$ cat config.mk
export PLATFORM = sky130hd
export DESIGN_NAME = ebta_back_flat
export DESIGN_NICKNAME = d
export VERILOG_FILES = /design/src/hdl/ebta_pkg.sv /design/src/hdl/ebta_if.sv /design/src/hdl/ebta_back.sv /design/src/flat_wrapper.sv
export SDC_FILE = /design/constraint.sdc
export NUM_CORES = 2
export LEC_CHECK = 0
export BUFFER_PORTS_ARGS = -buffer_cell sky130_fd_sc_hd__clkbuf_2
export CELL_PAD_IN_SITES_DETAIL_PLACEMENT = 1
export CELL_PAD_IN_SITES_GLOBAL_PLACEMENT = 1
export CORE_MARGIN = 3
export CORE_UTILIZATION = 55
export DETAILED_ROUTE_END_ITERATION = 10
export GPL_ROUTABILITY_DRIVEN = 1
export PLACE_DENSITY_LB_ADDON = 0.12
export SLEW_MARGIN = 40
export SYNTH_ARGS = -nofsm -noshare
export SYNTH_HDL_FRONTEND = slang
export SYNTH_MEMORY_MAX_BITS = 65536
export SYNTH_SLANG_ARGS = --single-unit
$ cat constraint.sdc
create_clock -name clk_i -period 354.4 [get_ports clk_i]
set_clock_uncertainty 0.2 [all_clocks]
set_input_delay 70.88 -clock clk_i [delete_from_list [all_inputs] [get_ports clk_i]]
set_output_delay 70.88 -clock clk_i [all_outputs]
set_load 0.01 [all_outputs]
$ cat src/hdl/ebta_pkg.sv
package ebta_pkg;

  localparam int unsigned ModeW   = 2;
  localparam int unsigned WidthW  = 13;
  localparam int unsigned HeightW = 13;
  localparam int unsigned RateW   = 8;
  localparam int unsigned VswW    = 10;
  localparam int unsigned StatusW = 2;
  localparam int unsigned PclkW   = 18;
  localparam int unsigned HtotW   = 23;
  localparam int unsigned HsyncW  = 12;
  localparam int unsigned VtotW   = 18;

  localparam int unsigned DivW    = 28;  // dividend: pixel clock in Hz
  localparam int unsigned DvsrW   = 22;  // divisor: total times rate
  localparam int unsigned NvW     = 14;  // active height plus vertical blank
  localparam int unsigned HtW     = 12;
  localparam int unsigned VblankW = 6;
  localparam int unsigned ProdW   = 57;
  localparam int unsigned RecipW  = 29;

  // floor(x / 1000) == (x * ceil(2^38 / 1000)) >> 38 for any 32-bit x.
  localparam logic [RecipW-1:0] Recip1000 = 29'd274877907;
  localparam int unsigned RecipShift = 38;

  localparam logic [ModeW-1:0] ModeVblank   = 2'd0;
  localparam logic [ModeW-1:0] ModeHblank   = 2'd1;
  localparam logic [ModeW-1:0] ModeWireless = 2'd2;

  localparam logic [WidthW-1:0] MaxWidthSd  = 13'd720;
  localparam logic [WidthW-1:0] MaxWidthHd  = 13'd1280;
  localparam logic [WidthW-1:0] MaxWidthFhd = 13'd1920;

  typedef enum logic [StatusW-1:0] {
    StOk       = 2'd0,
    StWide     = 2'd1,
    StShort    = 2'd2,
    StZeroRate = 2'd3
  } status_e;

  typedef enum logic [1:0] {
    RefSd  = 2'd0,
    RefHd  = 2'd1,
    RefFhd = 2'd2,
    RefNone = 2'd3
  } ref_sel_e;

  typedef struct packed {
    logic [DivW-1:0]    pclk_hz;
    logic [HtW-1:0]     ht_vblank;
    logic [HtW-1:0]     ht_wireless;
    logic [HsyncW-1:0]  hsync;
    logic [VblankW-1:0] vblank;
  } ref_t;

  typedef struct packed {
    status_e            status;
    logic               hblank;
    logic [DivW-1:0]    dividend;
    logic [DvsrW-1:0]   divisor;
    logic [WidthW-1:0]  width;
    logic [HtW-1:0]     ht;
    logic [HsyncW-1:0]  hsync;
    logic [NvW-1:0]     nv;
    logic [VswW-1:0]    vsw;
  } fr_item_t;

  function automatic ref_t ref_lookup(ref_sel_e sel);
    ref_t r;
    unique case (sel)
      RefSd:   r = '{28'd74250000, 12'd900, 12'd900, 12'd760, 6'd30};
      RefHd:   r = '{28'd148500000, 12'd1800, 12'd1800, 12'd1390, 6'd30};
      RefFhd:  r = '{28'd148500000, 12'd2200, 12'd3000, 12'd2008, 6'd45};
      default: r = '{28'd148500000, 12'd2200, 12'd3000, 12'd2008, 6'd45};
    endcase
    return r;
  endfunction

endpackage

$ cat src/hdl/ebta_if.sv


interface ebta_rsp_if;
  logic                          valid;
  logic                          ready;
  logic [ebta_pkg::StatusW-1:0]  status;
  logic                          clock_written;
  logic [ebta_pkg::PclkW-1:0]    pixel_clock_khz;
  logic [ebta_pkg::HtotW-1:0]    horiz_total;
  logic [ebta_pkg::HsyncW-1:0]   hsync_begin;
  logic [ebta_pkg::VtotW-1:0]    vert_total;
  logic [ebta_pkg::VtotW-1:0]    vsync_begin;

  modport source (output valid, status, clock_written, pixel_clock_khz, horiz_total,
                  hsync_begin, vert_total, vsync_begin, input ready);
  modport sink (input valid, status, clock_written, pixel_clock_khz, horiz_total,
                hsync_begin, vert_total, vsync_begin, output ready);
endinterface

$ cat src/hdl/ebta_back.sv
module ebta_back (
  input  logic               clk_i,
  input  logic               rst_ni,
  input  ebta_pkg::fr_item_t item_i,
  input  logic               valid_i,
  output logic               ready_o,
  ebta_rsp_if.source         rsp_o
);

  localparam int unsigned Stages = ebta_pkg::DivW;

  logic                       en;
  logic [Stages:0]            sv_q;
  ebta_pkg::fr_item_t         sd_q  [Stages+1];
  logic [ebta_pkg::DvsrW-1:0] rem_q [Stages+1];
  logic [ebta_pkg::DivW-1:0]  quo_q [Stages+1];
  logic [ebta_pkg::DvsrW-1:0] rem_d [Stages+1];
  logic [ebta_pkg::DivW-1:0]  quo_d [Stages+1];

  logic                       mv_q;
  ebta_pkg::fr_item_t         md_q;
  logic [ebta_pkg::DivW-1:0]  mquo_q;
  logic [ebta_pkg::ProdW-1:0] mprod_q;
  logic [ebta_pkg::DivW-1:0]  exact;
  logic [ebta_pkg::ProdW-1:0] prod_d;

  logic                        out_v_q;
  ebta_pkg::status_e           st_d, st_q;
  logic                        cw_d, cw_q;
  logic [ebta_pkg::PclkW-1:0]  pclk_d, pclk_q;
  logic [ebta_pkg::HtotW-1:0]  htot_d, htot_q;
  logic [ebta_pkg::HsyncW-1:0] hs_d, hs_q;
  logic [ebta_pkg::VtotW-1:0]  vtot_d, vtot_q, vtot_sel;
  logic [ebta_pkg::VtotW-1:0]  vs_d, vs_q, sub;

  // The whole back end moves together; it holds only when a result waits.
  assign en      = !out_v_q || rsp_o.ready;
  assign ready_o = en;

  // One restoring quotient bit per stage, most significant bit first.
  always_comb begin
    logic [ebta_pkg::DvsrW:0] trial;
    rem_d[0] = '0;
    quo_d[0] = '0;
    for (int s = 0; s < Stages; s++) begin
      trial = {rem_q[s], sd_q[s].dividend[Stages-1-s]};
      if (trial >= {1'b0, sd_q[s].divisor}) begin
        rem_d[s+1] = ebta_pkg::DvsrW'(trial - {1'b0, sd_q[s].divisor});
        quo_d[s+1] = {quo_q[s][ebta_pkg::DivW-2:0], 1'b1};
      end else begin
        rem_d[s+1] = ebta_pkg::DvsrW'(trial);
        quo_d[s+1] = {quo_q[s][ebta_pkg::DivW-2:0], 1'b0};
      end
    end
  end

  // quotient * divisor is the dividend less the remainder.
  assign exact  = sd_q[Stages].dividend - ebta_pkg::DivW'(rem_q[Stages]);
  assign prod_d = ebta_pkg::ProdW'(exact) * ebta_pkg::ProdW'(ebta_pkg::Recip1000);

  always_ff @(posedge clk_i or negedge rst_ni) begin
    if (!rst_ni) begin
      sv_q    <= '0;
      mv_q    <= 1'b0;
      out_v_q <= 1'b0;
    end else if (en) begin
      sv_q    <= {sv_q[Stages-1:0], valid_i};
      mv_q    <= sv_q[Stages];
      out_v_q <= mv_q;
    end
  end

  always_ff @(posedge clk_i) begin
    if (en) begin
      sd_q[0]  <= item_i;
      rem_q[0] <= rem_d[0];
      quo_q[0] <= quo_d[0];
      for (int s = 0; s < Stages; s++) begin
        sd_q[s+1]  <= sd_q[s];
        rem_q[s+1] <= rem_d[s+1];
        quo_q[s+1] <= quo_d[s+1];
      end
      md_q    <= sd_q[Stages];
      mquo_q  <= quo_q[Stages];
      mprod_q <= prod_d;
      st_q    <= st_d;
      cw_q    <= cw_d;
      pclk_q  <= pclk_d;
      htot_q  <= htot_d;
      hs_q    <= hs_d;
      vtot_q  <= vtot_d;
      vs_q    <= vs_d;
    end
  end

  assign vtot_sel = md_q.hblank ? ebta_pkg::VtotW'(md_q.nv) : mquo_q[ebta_pkg::VtotW-1:0];
  assign sub      = ebta_pkg::VtotW'(md_q.vsw) + ebta_pkg::VtotW'(4);

  always_comb begin
    st_d   = md_q.status;
    cw_d   = 1'b0;
    pclk_d = '0;
    htot_d = '0;
    hs_d   = '0;
    vtot_d = '0;
    vs_d   = '0;
    if (md_q.status == ebta_pkg::StOk) begin
      if (md_q.hblank && (mquo_q <= ebta_pkg::DivW'(md_q.width))) begin
        st_d = ebta_pkg::StShort;
      end else begin
        hs_d   = md_q.hsync;
        vtot_d = vtot_sel;
        vs_d   = (vtot_sel > sub) ? (vtot_sel - sub) : '0;
        if (md_q.hblank) begin
          htot_d = mquo_q[ebta_pkg::HtotW-1:0];
        end else begin
          htot_d = ebta_pkg::HtotW'(md_q.ht);
          cw_d   = 1'b1;
          pclk_d = mprod_q[ebta_pkg::RecipShift +: ebta_pkg::PclkW];
        end
      end
    end
  end

  assign rsp_o.valid           = out_v_q;
  assign rsp_o.status          = st_q;
  assign rsp_o.clock_written   = cw_q;
  assign rsp_o.pixel_clock_khz = pclk_q;
  assign rsp_o.horiz_total     = htot_q;
  assign rsp_o.hsync_begin     = hs_q;
  assign rsp_o.vert_total      = vtot_q;
  assign rsp_o.vsync_begin     = vs_q;

endmodule

$ cat src/flat_wrapper.sv
// flat-port wrapper written by rule: the top's interface ports become plain ports
module ebta_back_flat 
  (clk_i, rst_ni, item_i, valid_i, ready_o, rsp_o_valid, rsp_o_status, rsp_o_clock_written, rsp_o_pixel_clock_khz, rsp_o_horiz_total, rsp_o_hsync_begin, rsp_o_vert_total, rsp_o_vsync_begin, rsp_o_ready);
  ebta_rsp_if rsp_o_i ();
  input  logic clk_i;
  input  logic rst_ni;
  input  ebta_pkg::fr_item_t item_i;
  input  logic valid_i;
  output logic ready_o;
  output wire logic [$bits(rsp_o_i.valid)-1:0] rsp_o_valid;
  output wire logic [$bits(rsp_o_i.status)-1:0] rsp_o_status;
  output wire logic [$bits(rsp_o_i.clock_written)-1:0] rsp_o_clock_written;
  output wire logic [$bits(rsp_o_i.pixel_clock_khz)-1:0] rsp_o_pixel_clock_khz;
  output wire logic [$bits(rsp_o_i.horiz_total)-1:0] rsp_o_horiz_total;
  output wire logic [$bits(rsp_o_i.hsync_begin)-1:0] rsp_o_hsync_begin;
  output wire logic [$bits(rsp_o_i.vert_total)-1:0] rsp_o_vert_total;
  output wire logic [$bits(rsp_o_i.vsync_begin)-1:0] rsp_o_vsync_begin;
  input wire logic [$bits(rsp_o_i.ready)-1:0] rsp_o_ready;
  assign rsp_o_valid = rsp_o_i.valid;
  assign rsp_o_status = rsp_o_i.status;
  assign rsp_o_clock_written = rsp_o_i.clock_written;
  assign rsp_o_pixel_clock_khz = rsp_o_i.pixel_clock_khz;
  assign rsp_o_horiz_total = rsp_o_i.horiz_total;
  assign rsp_o_hsync_begin = rsp_o_i.hsync_begin;
  assign rsp_o_vert_total = rsp_o_i.vert_total;
  assign rsp_o_vsync_begin = rsp_o_i.vsync_begin;
  assign rsp_o_i.ready = rsp_o_ready;
  ebta_back u_core (.clk_i(clk_i), .rst_ni(rst_ni), .item_i(item_i), .valid_i(valid_i), .ready_o(ready_o), .rsp_o(rsp_o_i));
endmodule
Word-level counts from Yosys, hierarchy flattened:

Memory sizes are Yosys's and may differ from the RTL's. A register that Yosys moved wholly into a read port is not among the register bits.
Index checks and enable logic that the tools add are counted.

* bits in registers: 243
* RAM bits: 4756
* bits of input ports: 118
* output and inout bits: 94
* memories kept: 3

Memory list
* u_core.sd_q: words 29, width 114, rd ports 29, clocked after memory_dff 0, wr ports 29, line ebta_back.sv:14 `ebta_pkg::fr_item_t sd_q [Stages+1];`
* u_core.quo_q: words 29, width 28, rd ports 29, clocked after memory_dff 1, wr ports 29, line ebta_back.sv:16 `logic [ebta_pkg::DivW-1:0] quo_q [Stages+1];`
* u_core.rem_q: words 29, width 22, rd ports 29, clocked after memory_dff 0, wr ports 29, line ebta_back.sv:15 `logic [ebta_pkg::DvsrW-1:0] rem_q [Stages+1];`

* $add $sub $neg: 31
* multiply operators: 1
* $lt $le $gt $ge: 30
* multiplexer cells: 63
* bitwise logic cells: 3
* reductions and logical operators: 8

Operators with widths (count)
* >= comparator 23 x 22 -> 1 bit: 28
* two-way mux 22 bit: 28
* subtractor 22 bit: 28
* multiplier 28 x 29 -> 56 bit (second input constant): 1
* two-way mux 1 bit: 31
* less-or-equal comparator 28 x 13 -> 1 bit: 1
* subtractor 28 x 22 -> 28 bit: 1
* > comparator 18 bit: 1
* two-way mux 18 bit: 1
* subtractor 18 bit: 1
* two-way mux 12 bit: 1
* adder 10 x 3 -> 11 bit (second input constant): 1
* OR reduction 3 bit: 3
* two-way mux 2 bit: 2
* NOT 1 bit: 3
* zero test 2 bit: 1
* OR reduction 2 bit: 1
* logical AND 1 bit: 1
* zero test 1 bit: 1
* logical OR 1 bit: 1

Longest topological paths before layout:

* depth in word-level cells: 4
* mapped depth: 38
* gate-level depth less buffers: 38

Least setup slack after synthesis:

No wires, ideal clock.

* kind: input to output
* start point: in rsp_o_ready
* end point: out ready_o
* data arrival time: 192.080 ns
* data required time: 283.320 ns
* setup slack: 91.240 ns
* stages: 3
* path through: nand2b_1 -> clkbuf_1 -> buf_1

* cells in the longest elaborated chain, start to end: 1

Ends and longest elaborated chain
* start, declared: line flat_wrapper.sv:18 `input wire logic [$bits(rsp_o_i.ready)-1:0] rsp_o_ready;`
* logical OR 1 bit: line ebta_back.sv:37 `assign en = !out_v_q || rsp_o.ready;`
* end, declared: line flat_wrapper.sv:9 `output logic ready_o;`

No other way between the ends.

Worst setup path after layout:

Ends and elaborated chain as after synthesis.

==> impl_metrics.ini <==
[drt]
post-route-drc-count = 0
viasPerCell = 5.45
wl_per_cell_um = 21.5
wirelength_um = 370000
ant_nets = 0
dr_total_vias = 93700
first_iter_violations = 6253
first_pass_iters = 5

[critical_path]
worst_setup_path_start_kind = primary input
cp_common_cell = clkbuf_2
cp_data_arrival_time_ns = 71.80
crit_path_max_incr_delay_ns = 0.32
crit_type = primary input to output pin
required_ns = 283.32
critical-path-top-delay-family = buffers and inverters
cp-end-kind = output pin
path_cells = clkbuf_2, nand2b_4, buf_12, clkbuf_2
crit_buf_inv = 3
crit_fanout = 21
critical-path-slowest-cell = nand2b_4

[global_route]
grt_max_degree = 166
grt_pass1_wl_um = 577000
grt-ovfl-total = 0
antenna_found_initial = 11
gr-usage-all-layers = 0.213
grt_pass1_vias = 101000

[sta]
maxSlewViolCount = 0
rsz0062_at_grt = no
finalCritPeriodShare = 0.403
worstMarginPinSlew_ns = 0.819
fmax_ghz = 0.00700
hold_viol = 0
setup-violations-final = 0
finalSetupTns_ns = 0
period_minus_slack_ns = 142.89
relSlewSlack = 0.449

[cells_and_area]
postLayoutCellArea_um2 = 209000
final_core_util = 0.620
drive_above_1_share = 0.101
area_growth_pct = 11.8
layout.nets = 13700

[yosys]
synthCells = 11700
synth_area_um2 = 187000
yosysUniqueCellTypes = 85
syn_nets = 13000
synth_fa_ha_area_frac = 0.0929
synth_compound_area_frac = 0.0652
ys_ff_latch = 4539
yosysSeqAreaShare = 0.728
synth_top_family_by_area = adder cells
post_synth_mux_area_share = 0.0151
async_flop_share = 0.00683
yosys.area_share.simple = 0.0468
yosys_warnings = 0
ys.flop_type = edfxtp_1
synth-xor-area-share = 0.0238
syn_avg_cell_area_um2 = 16.0
synth_edf_count = 4508

[place]
place.gp.congestion = 0.891
dp_hpwl_um = 262000
place_area_um2 = 194000
port_buffers = 211

[cts]
cts_sinks = 4539
cts_root_buf = clkbuf_16
cts_resized = 0
cts_tree = built
cts_hold_buf = 0
clk_latency_ns = 0.95
cts_max_level = 5
cts.clk_slew.worst_paths_ns = 0.06
clockBufferDepth = 4
cts_setup_buffers = 0
cts-buffers-inserted = 442

[floorplan]
die_w_um = 589
core-area_um2 = 338000
ios = 212
die_h_um = 589
die_area_um2 = 347000
start_util = 0.554
rows = 213

[run]
maxCapViolCount = 0

[min_path]
hold_class = flip-flop to flip-flop

[status]
status = complete, no violations
==> area by class of cell <==
class                           count  area (um2)
Clock inverter                    290        3090
Fill cell                       30400      128000
Inverter                         1253        4700
Multi-Input combinational cell   5747       45900
Tap cell                         4515        5650
Timing Repair Buffer              328        2310
Clock buffer                      524       11500
Antenna cell                        3        7.51
Sequential cell                  4539      136000
==> Yosys cell counts (122+ instances only) <==
master / instances / area [um2]
inv_1: 1247 / 4680
fa_1: 276 / 5530
nor3_1: 140 / 701
edfxtp_1: 4508 / 135000
nor2_1: 507 / 1900
ha_1: 948 / 11900
xor2_1: 205 / 1800
clkbuf_1: 122 / 458
mux2_2: 192 / 2160
a21o_1: 274 / 2060
xnor2_1: 304 / 2660
a21oi_1: 611 / 3060
nand2_1: 485 / 1820
o21ai_0: 427 / 2140
==> per-stage QoR <==
step,cells,hold slack (ns),setup WS [ns]
after global placement,16400,0.200,211.34
final,17200,0.185,211.52
after CTS,17200,0.179,211.31
after floorplan,11700,0.200,91.24
after global routing,17200,0.191,211.45
after detailed placement,16400,0.205,211.31
==> sequential cells by signal, summed over array words and instances, names as in the netlist <==
name,count
u_core.rsp_o.horiz_total,23
u_core.md_q,64
u_core.rsp_o.vsync_begin,18
u_core.mv_q,1
u_core.rsp_o.status,2
u_core.mquo_q,28
u_core.rsp_o.hsync_begin,12
u_core.mprod_q,18
u_core.rsp_o.clock_written,1
u_core.sv_q,29
u_core.rsp_o.pixel_clock_khz,18
u_core.sd_q,3284
u_core.rsp_o.valid,1
u_core.rsp_o.vert_total,18
u_core.rem_q,616
u_core.quo_q,406
==> path summary, 6_finish.rpt <==
check	start	end	slack (ns)	cells past startpoint
min	u_core.quo_q[22][3]	u_core.quo_q[23][4]	0.18	0
min reg2reg	u_core.quo_q[22][3]	u_core.quo_q[23][4]	0.18	0
min in group asynchronous	rst_ni	u_core.sv_q[2]	69.78	1
max	rsp_o_ready	ready_o	211.52	4
max reg2reg	u_core.sd_q[1][1451]	u_core.mprod_q[50]	342.97	36
max in group asynchronous	rst_ni	u_core.sv_q[12]	283.79	1
==> cells in the final DEF (no fill, tap or decap), types with 192 or more instances in the layout <==
cell / count
edfxtp_1: 4508
inv_1: 1247
ha_1: 948
a21oi_1: 611
nor2_1: 505
nand2_1: 485
clkbuf_16: 446
o21ai_0: 426
xnor2_1: 299
fa_1: 276
a21o_1: 274
clkbuf_2: 210
xor2_1: 203
mux2_2: 192
==> kinds of logic after synthesis <==
family,after synthesis
xor+xnor,509
simple gates,1827
fa+ha+maj,1224
buf+inv,1408
mux,253
flops,4539
compound gates,1934
==> per-layer routing <==
layer / part of all wire / up-vias / global-route usage
li1: - / 44600 / -
met1: 0.43 / 47200 / 0.279
met2: 0.51 / 1435 / 0.373
met3: 0.033 / 582 / 0.0257
met4: 0.031 / 0 / 0.0645
met5: 0 / - / 0
Power is left out: the tool's default activity adds up to more than one toggle a clock period on the data nets, which glitch-free logic cannot reach.
