`src/hdl/ebta_pkg.sv`:
```
package ebta_pkg;

  localparam int unsigned ModeW   = 2;
  localparam int unsigned WidthW  = 13;
  localparam int unsigned HeightW = 13;
  localparam int unsigned RateW   = 8;
  localparam int unsigned VswW    = 10;
  localparam int unsigned StatusW = 2;
  localparam int unsigned PclkW   = 18;
  localparam int unsigned HtotW   = 23;
  localparam int unsigned HsyncW  = 12;
  localparam int unsigned VtotW   = 18;

  localparam int unsigned DivW    = 28;  // dividend: pixel clock in Hz
  localparam int unsigned DvsrW   = 22;  // divisor: total times rate
  localparam int unsigned NvW     = 14;  // active height plus vertical blank
  localparam int unsigned HtW     = 12;
  localparam int unsigned VblankW = 6;
  localparam int unsigned ProdW   = 57;
  localparam int unsigned RecipW  = 29;

  // floor(x / 1000) == (x * ceil(2^38 / 1000)) >> 38 for any 32-bit x.
  localparam logic [RecipW-1:0] Recip1000 = 29'd274877907;
  localparam int unsigned RecipShift = 38;

  localparam logic [ModeW-1:0] ModeVblank   = 2'd0;
  localparam logic [ModeW-1:0] ModeHblank   = 2'd1;
  localparam logic [ModeW-1:0] ModeWireless = 2'd2;

  localparam logic [WidthW-1:0] MaxWidthSd  = 13'd720;
  localparam logic [WidthW-1:0] MaxWidthHd  = 13'd1280;
  localparam logic [WidthW-1:0] MaxWidthFhd = 13'd1920;

  typedef enum logic [StatusW-1:0] {
    StOk       = 2'd0,
    StWide     = 2'd1,
    StShort    = 2'd2,
    StZeroRate = 2'd3
  } status_e;

  typedef enum logic [1:0] {
    RefSd  = 2'd0,
    RefHd  = 2'd1,
    RefFhd = 2'd2,
    RefNone = 2'd3
  } ref_sel_e;

  typedef struct packed {
    logic [DivW-1:0]    pclk_hz;
    logic [HtW-1:0]     ht_vblank;
    logic [HtW-1:0]     ht_wireless;
    logic [HsyncW-1:0]  hsync;
    logic [VblankW-1:0] vblank;
  } ref_t;

  typedef struct packed {
    status_e            status;
    logic               hblank;
    logic [DivW-1:0]    dividend;
    logic [DvsrW-1:0]   divisor;
    logic [WidthW-1:0]  width;
    logic [HtW-1:0]     ht;
    logic [HsyncW-1:0]  hsync;
    logic [NvW-1:0]     nv;
    logic [VswW-1:0]    vsw;
  } fr_item_t;

  function automatic ref_t ref_lookup(ref_sel_e sel);
    ref_t r;
    unique case (sel)
      RefSd:   r = '{28'd74250000, 12'd900, 12'd900, 12'd760, 6'd30};
      RefHd:   r = '{28'd148500000, 12'd1800, 12'd1800, 12'd1390, 6'd30};
      RefFhd:  r = '{28'd148500000, 12'd2200, 12'd3000, 12'd2008, 6'd45};
      default: r = '{28'd148500000, 12'd2200, 12'd3000, 12'd2008, 6'd45};
    endcase
    return r;
  endfunction

endpackage

```
`src/hdl/ebta_fifo.sv`:
```
module ebta_fifo (
  input  logic               clk_i,
  input  logic               rst_ni,
  input  logic               push_i,
  input  ebta_pkg::fr_item_t item_i,
  output logic               full_o,
  input  logic               pop_i,
  output ebta_pkg::fr_item_t item_o,
  output logic               valid_o
);

  ebta_pkg::fr_item_t mem_q [2];
  logic       wr_ptr_q, rd_ptr_q;
  logic [1:0] count_q;

  assign full_o  = (count_q == 2'd2);
  assign valid_o = (count_q != 2'd0);
  assign item_o  = mem_q[rd_ptr_q];

  always_ff @(posedge clk_i or negedge rst_ni) begin
    if (!rst_ni) begin
      wr_ptr_q <= 1'b0;
      rd_ptr_q <= 1'b0;
      count_q  <= 2'd0;
    end else begin
      if (push_i) begin
        wr_ptr_q <= !wr_ptr_q;
      end
      if (pop_i) begin
        rd_ptr_q <= !rd_ptr_q;
      end
      unique case ({push_i, pop_i})
        2'b10:   count_q <= count_q + 2'd1;
        2'b01:   count_q <= count_q - 2'd1;
        default: count_q <= count_q;
      endcase
    end
  end

  always_ff @(posedge clk_i) begin
    if (push_i) begin
      mem_q[wr_ptr_q] <= item_i;
    end
  end

endmodule

```
`config.mk`:
```
export PLATFORM = sky130hd
export DESIGN_NAME = ebta_fifo
export DESIGN_NICKNAME = d
export VERILOG_FILES = /design/src/hdl/ebta_pkg.sv /design/src/hdl/ebta_fifo.sv
export SDC_FILE = /design/constraint.sdc
export NUM_CORES = 1
export LEC_CHECK = 0
export BUFFER_PORTS_ARGS = -buffer_cell sky130_fd_sc_hd__buf_4
export CORE_ASPECT_RATIO = 0.8
export CORE_MARGIN = 2
export CORE_UTILIZATION = 27
export DETAILED_ROUTE_END_ITERATION = 12
export REMOVE_ABC_BUFFERS = 1
export SLEW_MARGIN = 5
export SYNTH_ARGS = -nofsm -noshare
export SYNTH_HDL_FRONTEND = slang
export SYNTH_SLANG_ARGS = --single-unit
```
`constraint.sdc`:
```
create_clock -name clk_i -period 7.2 [get_ports clk_i]
set_clock_uncertainty 0.15 [all_clocks]
set_input_delay 0 -clock clk_i [delete_from_list [all_inputs] [get_ports clk_i]]
set_output_delay 0 -clock clk_i [all_outputs]
set_load 0.02 [all_outputs]
```
### Word level (Yosys, flattened, before mapping)

Memories as Yosys holds them, arrays and structs flattened.
Cells that the tools add are included.

| storage, ports and cells | value |
|---|---|
| flip-flop bits (word level) | 4 |
| RAM bits | 228 |
| input bits | 118 |
| output and inout port bits | 116 |
| logic and storage cells | 16 |
| memories kept | 1 |

Memory list:

| memory | words | width | read ports | clocked after Yosys merged registers in | write ports | line | RTL |
|---|---|---|---|---|---|---|---|
| mem_q | 2 | 114 | 1 | 0 | 1 | ebta_fifo.sv:12 | `ebta_pkg::fr_item_t mem_q [2];` |

| cells by class | value |
|---|---|
| add/subtract/negate cells | 2 |
| equality and inequality tests | 3 |
| mux-type cells | 3 |
| reductions and logical operators | 4 |

Operators by type and width:

| cell | count |
|---|---|
| 2-bit == test, second input constant | 2 |
| 2-bit one-hot mux with 2 select lines | 1 |
| 2-bit nonzero test | 2 |
| 2-bit by 1-bit adder with 2-bit output, second input constant | 1 |
| 2-bit by 1-bit == test with 1-bit output, second input constant | 1 |
| 1-bit zero test | 2 |
| 1-bit 2-to-1 mux | 2 |
| 2-bit by 1-bit subtractor with 2-bit output, second input constant | 1 |

### Depth between registers and ports, before layout

Gate-level depths: netlist of the first run.

| depth | value |
|---|---|
| depth in word-level cells | 2 |
| depth in mapped cells | 5 |
| gate-level depth less buffers | 5 |

### Worst setup path before layout of the first run

No wires, ideal clock.

| timing | value |
|---|---|
| path type | reg2reg |
| start | register wr_ptr_q |
| end | memory mem_q[0][0] (netlist bit), enable pin |
| library setup time | 0.591 ns |
| arrival time | 5.146 ns |
| required time | 6.459 ns |
| path slack | 1.312 ns |
| cell stages (with the launch flop) | 2 |
| path buffers | 0 |
| period minus slack after synthesis | 5.888 ns |
| cell sequence | dfrtp_1 -> nor2_1 |

RTL lines:

| element | line | RTL |
|---|---|---|
| start: declaration | ebta_fifo.sv:13 | `logic wr_ptr_q, rd_ptr_q;` |
| start signal: assignment | ebta_fifo.sv:27 | `wr_ptr_q <= !wr_ptr_q;` |
| end: declaration | ebta_fifo.sv:12 |  |

No word-level cell before the write port.

==> impl_metrics.json, run 1 <==
{
  "outcome": "completed",
  "hp-class": "in2reg",
  "synth_top_area_cell": "edfxtp_1",
  "crit_path_start_kind": "flop",
  "cts_resized": 0,
  "critical_path.max_stage_delay_ns": 1.04,
  "area_growth_pct": 48.1,
  "grt-ovfl-total": 0,
  "yosys_warnings": 0,
  "whs_path_depth": 2,
  "ys_top_cells_by_area": "edfxtp_1 79%, mux2_4 8.7%, mux2_2 8.4%, dfrtp_1 1.2%, buf_6 0.92%",
  "crit_buf_inv": 2,
  "critPathMaxFanout": 64,
  "drive_gt1_share_pct": 51.3,
  "peakVddDrop_mv": 0.207,
  "leakage_nw": 4.89,
  "comb_power_share_pct": 34.2,
  "total_power_w": 0.00476,
  "multi_input_area_um2": 1560,
  "antenna_found_initial": 0,
  "port_buffers": 233,
  "syn_area_um2": 8610,
  "die_x_um": 204,
  "num_rows": 58,
  "critical_path.top_delay_family": "flip-flops",
  "cts.path.max_buffers": 3,
  "io_pins": 234,
  "period_minus_slack_ns": 3.30,
  "crit_cells": 3,
  "antenna_left": 0,
  "final-seq-area_um2": 6950,
  "die_area_um2": 33400,
  "diodes": 0,
  "drt_iter0_drc": 152,
  "switching_share_pct": 30.6,
  "p_int_w": 0.00330,
  "path_cells": "buf_4 > mux2_2 > buf_4",
  "seq_power_share_pct": 40.7,
  "worstSetupEndpointType": "output pin",
  "fillers": 2805,
  "ys_types": 14,
  "initial_core_util_pct": 27.4,
  "drc": 0,
  "drt-total-wl_um": 18200,
  "routabilityCongestion": 0.712,
  "cts_tree": "yes",
  "clk_latency_ns": 0.51,
  "wire_per_inst_um": 15.5,
  "setup_viol": 0,
  "worstPathArrival_ns": 3.15,
  "grt_setup_unrepaired": "no",
  "relSlewSlack_pct": 33.7,
  "grt_max_degree": 65,
  "switching_power_w": 0.00145,
  "final_nets": 859,
  "fin_crit_sh_pct": 45.9,
  "synth_cells": 371,
  "die_h_um": 164,
  "clkPwrFrac_pct": 25.0,
  "dpl.hpwl_um": 11000,
  "grt_use_total_pct": 10.4,
  "ys_ff_latch": 232,
  "yosysSeqAreaShare_pct": 80.7,
  "holdWs_ns": 0.0578,
  "maxCapViolCount": 0,
  "worstPathRequired_ns": 7.05,
  "worstSetupPathType": "reg2out",
  "core_um2": 31400,
  "vias_per_cell": 3.98,
  "netlist.area_leader.share_pct": 79.5,
  "tightest_slew_ns": 0.995,
  "grt_pass1_vias": 4998,
  "crit_path_frequent_cell": "buf_4",
  "path_clk_slew_ns": 0.06,
  "cts.sinks": 232,
  "cts_buffers": 25,
  "setup_tns_ns": 0,
  "fmax_mhz": 303,
  "final_hold_viol_count": 0,
  "p_per_area_nw_per_um2": 373,
  "r2r.worst_path.cells": 2,
  "slew_viol_final": 0,
  "grt_first_pass_wirelength_um": 27200,
  "syn_avg_cell_area_um2": 23.2,
  "clockRootBuffer": "clkbuf_16",
  "dr.pass1.iters": 4,
  "slowest_stage": "dfrtp_4",
  "vias": 4681,
  "htree_num_levels": 1
}
-- cell type report --
type,count,share of cell area (%)
flip-flops and latches,232,54.5
repair buffers,355,23.2
multi-input cells,125,12.3
clock buffers,28,4.99
well taps,420,4.12
clock inverters,14,0.902
inverters,1,0.0294
-- through the flow --
step,utilization [%],instance area [um^2],setup slack (ns),instances
floorplan,-,8500,1.31,358
global placement,34.4,10800,4.41,1015
detailed placement,34.4,10800,4.40,1015
CTS,40.6,12800,3.82,1175
global route,40.6,12800,3.74,1175
finish,40.6,12800,3.90,1175
-- final timing paths --
kind,startpoint,slack [ns],end
worst max-delay path,rd_ptr_q,3.90,item_o[112]
worst min-delay path,item_i[11],0.06,mem_q[0][11]
worst max register to register,wr_ptr_q,4.64,mem_q[1][44]
worst min register to register,count_q[1],0.33,count_q[1]
max in group asynchronous,rst_ni,6.45,rd_ptr_q
min in group asynchronous,rst_ni,0.25,wr_ptr_q
-- registers in the layout, summed over array words and instances, names as in the netlist --
signal,count
wr_ptr_q,1
mem_q,228
count_q,2
rd_ptr_q,1
-- Yosys cell counts --
library cell	number
dfrtp_1	4
inv_1	1
xnor2_1	2
xor2_1	3
and2_1	1
nor2_1	2
buf_6	7
mux2_2	64
mux2_4	50
buf_2	6
ha_1	1
or2_2	1
edfxtp_1	228
nor2b_1	1
-- kinds of logic after synthesis --
kind of cell / Yosys count / share of synthesized area [%]
simple gates: 5 / 0.305
buf+inv: 14 / 1.31
xor+xnor: 5 / 0.509
fa+ha+maj: 1 / 0.145
flops: 232 / 80.7
mux: 114 / 17.1
-- what timing repair did --
item,CTS,global route
endpoints found under the hold margin,236,0
setup endpoints to repair,0,0
hold buffers,118,0
buffers inserted,0,0
-- metal layers --
layer  global-route usage, %  wire length (um)  vias to the layer above
met5                       0                 0                        -
met4                    2.72               395                        0
met3                    4.13              1550                       30
met2                    17.0              8460                      161
met1                    13.0              7820                     2279
li1                        -                 -                     2211
-- power by group through the flow --
stage / logic, W / registers, W / clock network (W)
6_report: 0.00163 / 0.00194 / 0.00119
2_1_floorplan: 0.000994 / 0.00201 / 0
4_1_cts: 0.00166 / 0.00195 / 0.00123
3_5_place_dp: 0.00160 / 0.00197 / 0
3_3_place_gp: 0.00159 / 0.00196 / 0
5_1_grt: 0.00172 / 0.00197 / 0.00129
-- placed cells by master, fill, tap and decap left out, drive strengths merged --
cell type    count
xnor2            2
ha               1
edfxtp         228
clkinv          12
clkbuf          28
nor2b            1
inv              1
mux2           114
bufinv           2
or2              1
buf            237
dlygate4sd3    118
and2             1
nor2             2
xor2             3
dfrtp            4
Note: power is estimated with default switching activity, not from simulation.
==> inputs of run 2 (changes only) <==
- ABC_AREA: default -> 1
- clock period: 7.2 -> 3 ns (I/O delays scaled with it)
==> run 2 against run 1 <==
Effect of this change:
- power rose to 2.5 times the previous value
- cell area up 1.7%
- largest power group unchanged
- global-route usage is 0.92 points higher
==> impl_metrics.json, run 2 <==
{
  "outcome": "completed",
  "synthArstFlopShare_pct": 1.72,
  "regMostFlops": "mem_q",
  "final_util_pct": 41.3,
  "vias": 5641,
  "die_x_um": 204,
  "switching_power_w": 0.00409,
  "tightest_slew_ns": 0.510,
  "clk_latency_ns": 0.52,
  "antenna_found_initial": 2,
  "grt-ovfl-total": 0,
  "p_int_w": 0.00787,
  "layout_common_cells": "235 x buf_4, 228 x edfxtp_1, 120 x nand2_1, 119 x inv_1, 118 x dlygate4sd3_1",
  "area_growth_pct": 50.6,
  "die_area_um2": 33300,
  "peakVddDrop_mv": 0.547,
  "r2r_start": "wr_ptr_q",
  "crit_end": "item_o[14]",
  "seq_power_share_pct": 37.9,
  "worstSetupPathType": "reg2out",
  "maxCapViolCount": 0,
  "drt_iter0_drc": 216,
  "ys_top_cells_by_count": "228 x edfxtp_1, 120 x inv_1, 120 x nand2_1, 114 x o21ai_0, 19 x buf_2",
  "critical_path.startpoint": "rd_ptr_q",
  "netlist.area_leader.share_pct": 79.5,
  "drc": 0,
  "switching_share_pct": 34.2,
  "yosys_warnings": 0,
  "htree_num_levels": 1,
  "yosysSeqAreaShare_pct": 80.7,
  "drive_gt1_share_pct": 28.3,
  "cts.path.max_buffers": 3,
  "r2r_slack_ns": 1.23,
  "wire_per_inst_um": 13.7,
  "syn_area_um2": 8610,
  "grt_use_total_pct": 11.4,
  "die_h_um": 164,
  "min_from": "item_i[18]",
  "synth_edf_count": 228,
  "r2r.worst_path.cells": 3,
  "largest_registers": "mem_q x228, count_q x2",
  "path_clk_slew_ns": 0.06,
  "total_power_w": 0.0120,
  "largest_reg_flops": 228,
  "fin_crit_sh_pct": 74.0,
  "num_rows": 58,
  "slowest_stage": "dfrtp_4",
  "period_minus_slack_ns": 2.22,
  "critical_path.max_stage_delay_ns": 0.75,
  "final_nets": 1100,
  "routabilityCongestion": 0.703,
  "crit_path_start_kind": "flop",
  "grt_max_degree": 69,
  "final_hold_viol_count": 0,
  "grt_first_pass_wirelength_um": 29700,
  "cts_resized": 0,
  "cts.sinks": 232,
  "drt-total-wl_um": 19400,
  "vias_per_cell": 3.96,
  "synth_top_area_cell": "edfxtp_1",
  "ys_top_cells_by_area": "edfxtp_1 80%, o21ai_0 6.6%, inv_1 5.2%, nand2_1 5.2%, dfrtp_1 1.2%",
  "clockRootBuffer": "clkbuf_16",
  "hp-class": "in2reg",
  "core_um2": 31400,
  "final_common_cell": "buf_4",
  "ys_ff_latch": 232,
  "leakage_nw": 5.37,
  "cts_tree": "yes",
  "post_cts_buffers": 0,
  "syn_avg_cell_area_um2": 13.9,
  "worstSetupEndpointType": "output pin",
  "dr.pass1.iters": 4,
  "rr_endpoint": "mem_q[1][5]",
  "ys.flop_type": "edfxtp_1",
  "placed_area_um2": 10900,
  "p_per_area_nw_per_um2": 923,
  "clkPwrFrac_pct": 27.2,
  "grt_setup_unrepaired": "no",
  "worstPathArrival_ns": 2.07,
  "io_pins": 234,
  "slew_viol_final": 0,
  "synth_cells": 619,
  "dp_cells": 1255,
  "synth_most_common_cell": "edfxtp_1",
  "critPathMaxFanout": 46,
  "grt_pass1_vias": 5660,
  "fmax_mhz": 450,
  "initial_core_util_pct": 27.4,
  "antenna_left": 0,
  "worstPathRequired_ns": 2.85,
  "finalInstanceArea_um2": 13000,
  "setup_viol": 0,
  "cts_buffers": 26,
  "ys_types": 14,
  "crit_path_frequent_cell": "buf_4",
  "setup_tns_ns": 0,
  "relSlewSlack_pct": 65.6,
  "final_cell_count_no_fill": 1423,
  "port_buffers": 233,
  "path_cells": "buf_4 > nand2_1 > o21ai_0 > buf_4",
  "comb_power_share_pct": 34.9,
  "fillers": 2856,
  "dpl.hpwl_um": 12000
}
==> run 2: cell types whose count changed in the layout (fill, tap and decap cells not counted), moves of 5 or more <==
cell	delta
nand2_1	+120
inv_1	+118
o21ai_0	+114
mux2_2	-64
mux2_4	-50
buf_12	+6
clkinvlp_4	+5
==> run 2: worst min-delay path by stage <==
stage	endpoint	slack, ns	depth (start not counted)
detailed placement	count_q[1]	-0.35	1
CTS	mem_q[1][86]	0.009	2
floorplan	count_q[0]	-0.45	0
global placement	count_q[1]	-0.35	1
finish	mem_q[0][18]	0.05	2
global route	mem_q[0][93]	0.02	2
==> run 2: what timing repair did <==
action	in CTS	in global routing
hold endpoints to repair	270	0
hold buffers	118	0
endpoints found under the setup margin	0	0
==> run 2: layer usage <==
metal  global-route usage (%)  vias to the layer above  part of all wire (%)
met4                     3.32                        0                   2.2
met1                     14.3                     2606                    43
met2                     18.6                      184                    46
li1                         -                     2817                     -
met3                     3.95                       34                   8.5
met5                        0                        -                     0
==> run 2: cells by family (layout without fill, tap and decap cells) <==
family / count (synthesis) / count (layout) / share of synthesized area [%]
buffers and inverters: 145 / 527 / 6.81
AND/OR/NAND/NOR: 124 / 124 / 5.45
adder cells (fa/ha/maj): 1 / 1 / 0.145
flip-flops: 232 / 232 / 80.7
AO/OA/AOI/OAI: 114 / 114 / 6.63
other: 0 / 2 / 0
XOR/XNOR: 3 / 3 / 0.305
==> run 2: final cells by class <==
class / count / area, um^2 / share of cell area (%)
multi-input cells: 242 / 1090 / 8.37
clock inverters: 16 / 191 / 1.48
flip-flops and latches: 232 / 6950 / 53.6
diodes: 2 / 5.00 / 0.0386
well taps: 420 / 526 / 4.05
repair buffers: 359 / 3070 / 23.6
clock buffers: 32 / 694 / 5.35
inverters: 120 / 453 / 3.49
==> run 2: per-stage QoR <==
step	setup slack, ns	hold slack (ns)
2_1_floorplan	-2.89	-0.446
3_3_place_gp	1.22	-0.350
3_5_place_dp	1.19	-0.346
4_1_cts	0.715	0.00891
5_1_grt	0.592	0.0186
6_report	0.779	0.0482
==> run 2: critical path, delay by kind of cell, from the launching register on <==
| kind | cells | cell delay [ns] |
|---|---|---|
| flops | 1 | 0.75 |
| compound gates | 1 | 0.12 |
| simple gates | 1 | 0.08 |
| buf+inv | 2 | 0.57 |
==> run 2: power by group through the flow <==
stage               Sequential [W]  Clock, W  Combinational, W
floorplan                  0.00481         0           0.00198
global placement           0.00459         0           0.00409
detailed placement         0.00461         0           0.00412
CTS                        0.00454   0.00336           0.00426
global route               0.00460   0.00350           0.00455
finish                     0.00453   0.00326           0.00417
==> inputs of run 3 (changes only) <==
- clock period: 3 -> 2.2 ns (I/O delays scaled with it)
==> run 3 against run 2 <==
Effect of this change:
- clock power rose by 22%
- global-route usage up 0.12 points
- sequential power increased by 36%
- sequential share of layout area is essentially flat
- final cell count is 0.14% higher
- combinational power is 42% higher
- core utilization barely moved
- hold slack worse by 0.0058 ns
- highest routed layer is now met5
- setup slack worse by 0.66 ns
- die area stayed put
- non-clock buffer count is 7 higher
- sequential cell count is the same
==> impl_metrics.json, run 3 (synthesis gave the netlist of run 2 again) <==
{
  "outcome": "completed",
  "vias": 5650,
  "leakage_nw": 5.38,
  "fmax_mhz": 481,
  "hp-class": "in2reg",
  "final_cell_count_no_fill": 1425,
  "die_area_um2": 33300,
  "regMostFlops": "mem_q",
  "layout_common_cells": "237 x buf_4, 228 x edfxtp_1, 120 x nand2_1, 119 x inv_1, 118 x dlygate4sd3_1",
  "critical_path.top_delay_family": "flip-flops",
  "cts.path.max_buffers": 3,
  "antenna_found_initial": 2,
  "path_cells": "buf_12 > o21ai_0 > buf_4",
  "largest_reg_flops": 228,
  "worstSetupPathType": "reg2out",
  "crit_path_start_kind": "flop",
  "dp_cells": 1261,
  "clockRootBuffer": "clkbuf_16",
  "tightest_slew_ns": 0.413,
  "fillers": 2871,
  "worstSetupEndpointType": "output pin",
  "routabilityCongestion": 0.708,
  "use_met2_pct": 18.8,
  "final_util_pct": 41.3,
  "clk_latency_ns": 0.52,
  "port_buffers": 233,
  "path_clk_slew_ns": 0.06,
  "slowest_stage": "dfrtp_4",
  "grt_pass1_vias": 5735,
  "p_per_area_nw_per_um2": 1240,
  "wire_per_inst_um": 13.7,
  "drt-total-wl_um": 19500,
  "setup_viol": 0,
  "die_x_um": 204,
  "use_met1_pct": 14.4,
  "worstPathArrival_ns": 1.93,
  "critPathMaxFanout": 28,
  "num_rows": 58,
  "fin_crit_sh_pct": 94.5,
  "grt_setup_unrepaired": "no",
  "cts.sinks": 232,
  "worstPathRequired_ns": 2.05,
  "dpl.hpwl_um": 12000,
  "period_minus_slack_ns": 2.08,
  "drive_gt1_share_pct": 28.5,
  "cts_buffers": 25,
  "final_common_cell": "buf_4",
  "htree_num_levels": 1,
  "die_h_um": 164,
  "total_power_w": 0.0161,
  "core_um2": 31400,
  "initial_core_util_pct": 27.4,
  "maxCapViolCount": 0,
  "relSlewSlack_pct": 72.5,
  "crit_buf_inv": 2,
  "grt_use_total_pct": 11.5,
  "io_pins": 234,
  "largest_registers": "mem_q x228, count_q x2",
  "final_nets": 1106,
  "grt_max_degree": 63,
  "critical_path.max_stage_delay_ns": 0.65,
  "drc": 0,
  "area_growth_pct": 50.5,
  "grt-ovfl-total": 0,
  "cts_tree": "yes",
  "globalRoute.busiestLayer": "met2",
  "grt_first_pass_wirelength_um": 30000,
  "drt_iter0_drc": 273,
  "met3_usage_pct": 4.33,
  "vias_per_cell": 3.96,
  "slew_viol_final": 0,
  "antenna_left": 0,
  "peakVddDrop_mv": 0.644,
  "final_hold_viol_count": 0,
  "dr.pass1.iters": 4
}
==> run 3: routing by layer <==
layer	wire, um	vias to the layer above
li1	-	2825
met1	8240	2603
met2	9050	185
met3	1790	35
met4	403	2
met5	11	-
==> run 3: power by group <==
group	internal (W)	switching [W]	leakage, nW
registers	0.00586	0.000290	2.19
clock network	0.00231	0.00168	0.374
logic	0.00233	0.00361	2.82
==> run 3: final timing paths <==
kind / startpoint / end / slack (ns) / depth (start not counted)
worst min register to register: count_q[1] / count_q[1] / 0.32 / 2
max in group asynchronous: rst_ni / rd_ptr_q / 1.46 / 3
worst max-delay path: rd_ptr_q / item_o[34] / 0.12 / 3
worst min-delay path: item_i[78] / mem_q[0][78] / 0.04 / 2
min in group asynchronous: rst_ni / rd_ptr_q / 0.24 / 3
worst max register to register: wr_ptr_q / mem_q[1][32] / 0.63 / 3
==> run 3: through the flow <==
stage	hold WS [ns]	setup TNS [ns]	cell area [um^2]	setup slack [ns]
final	0.0425	0	13000	0.121
after global routing	0.0176	0	13000	0.0105
after CTS	0.00700	0	13000	0.00738
after detailed placement	-0.349	0	11000	0.480
after global placement	-0.349	0	11000	0.501
after floorplan	-0.446	-790.10	8480	-3.69
==> run 3: area by class of cell <==
type,instances,area (um^2),area share (%)
well taps,420,526,4.05
diodes,1,2.50,0.0193
flip-flops and latches,232,6950,53.6
inverters,120,453,3.49
multi-input cells,242,1090,8.38
repair buffers,366,3170,24.5
clock inverters,16,139,1.07
clock buffers,28,637,4.91
==> run 3: repair_timing <==
action | 4_1_cts | 5_1_grt
hold endpoints to repair | 248 | 0
buffers inserted | 1 | 0
resized for setup | 3 | 2
setup endpoints to repair | 5 | 2
hold buffers | 118 | 0
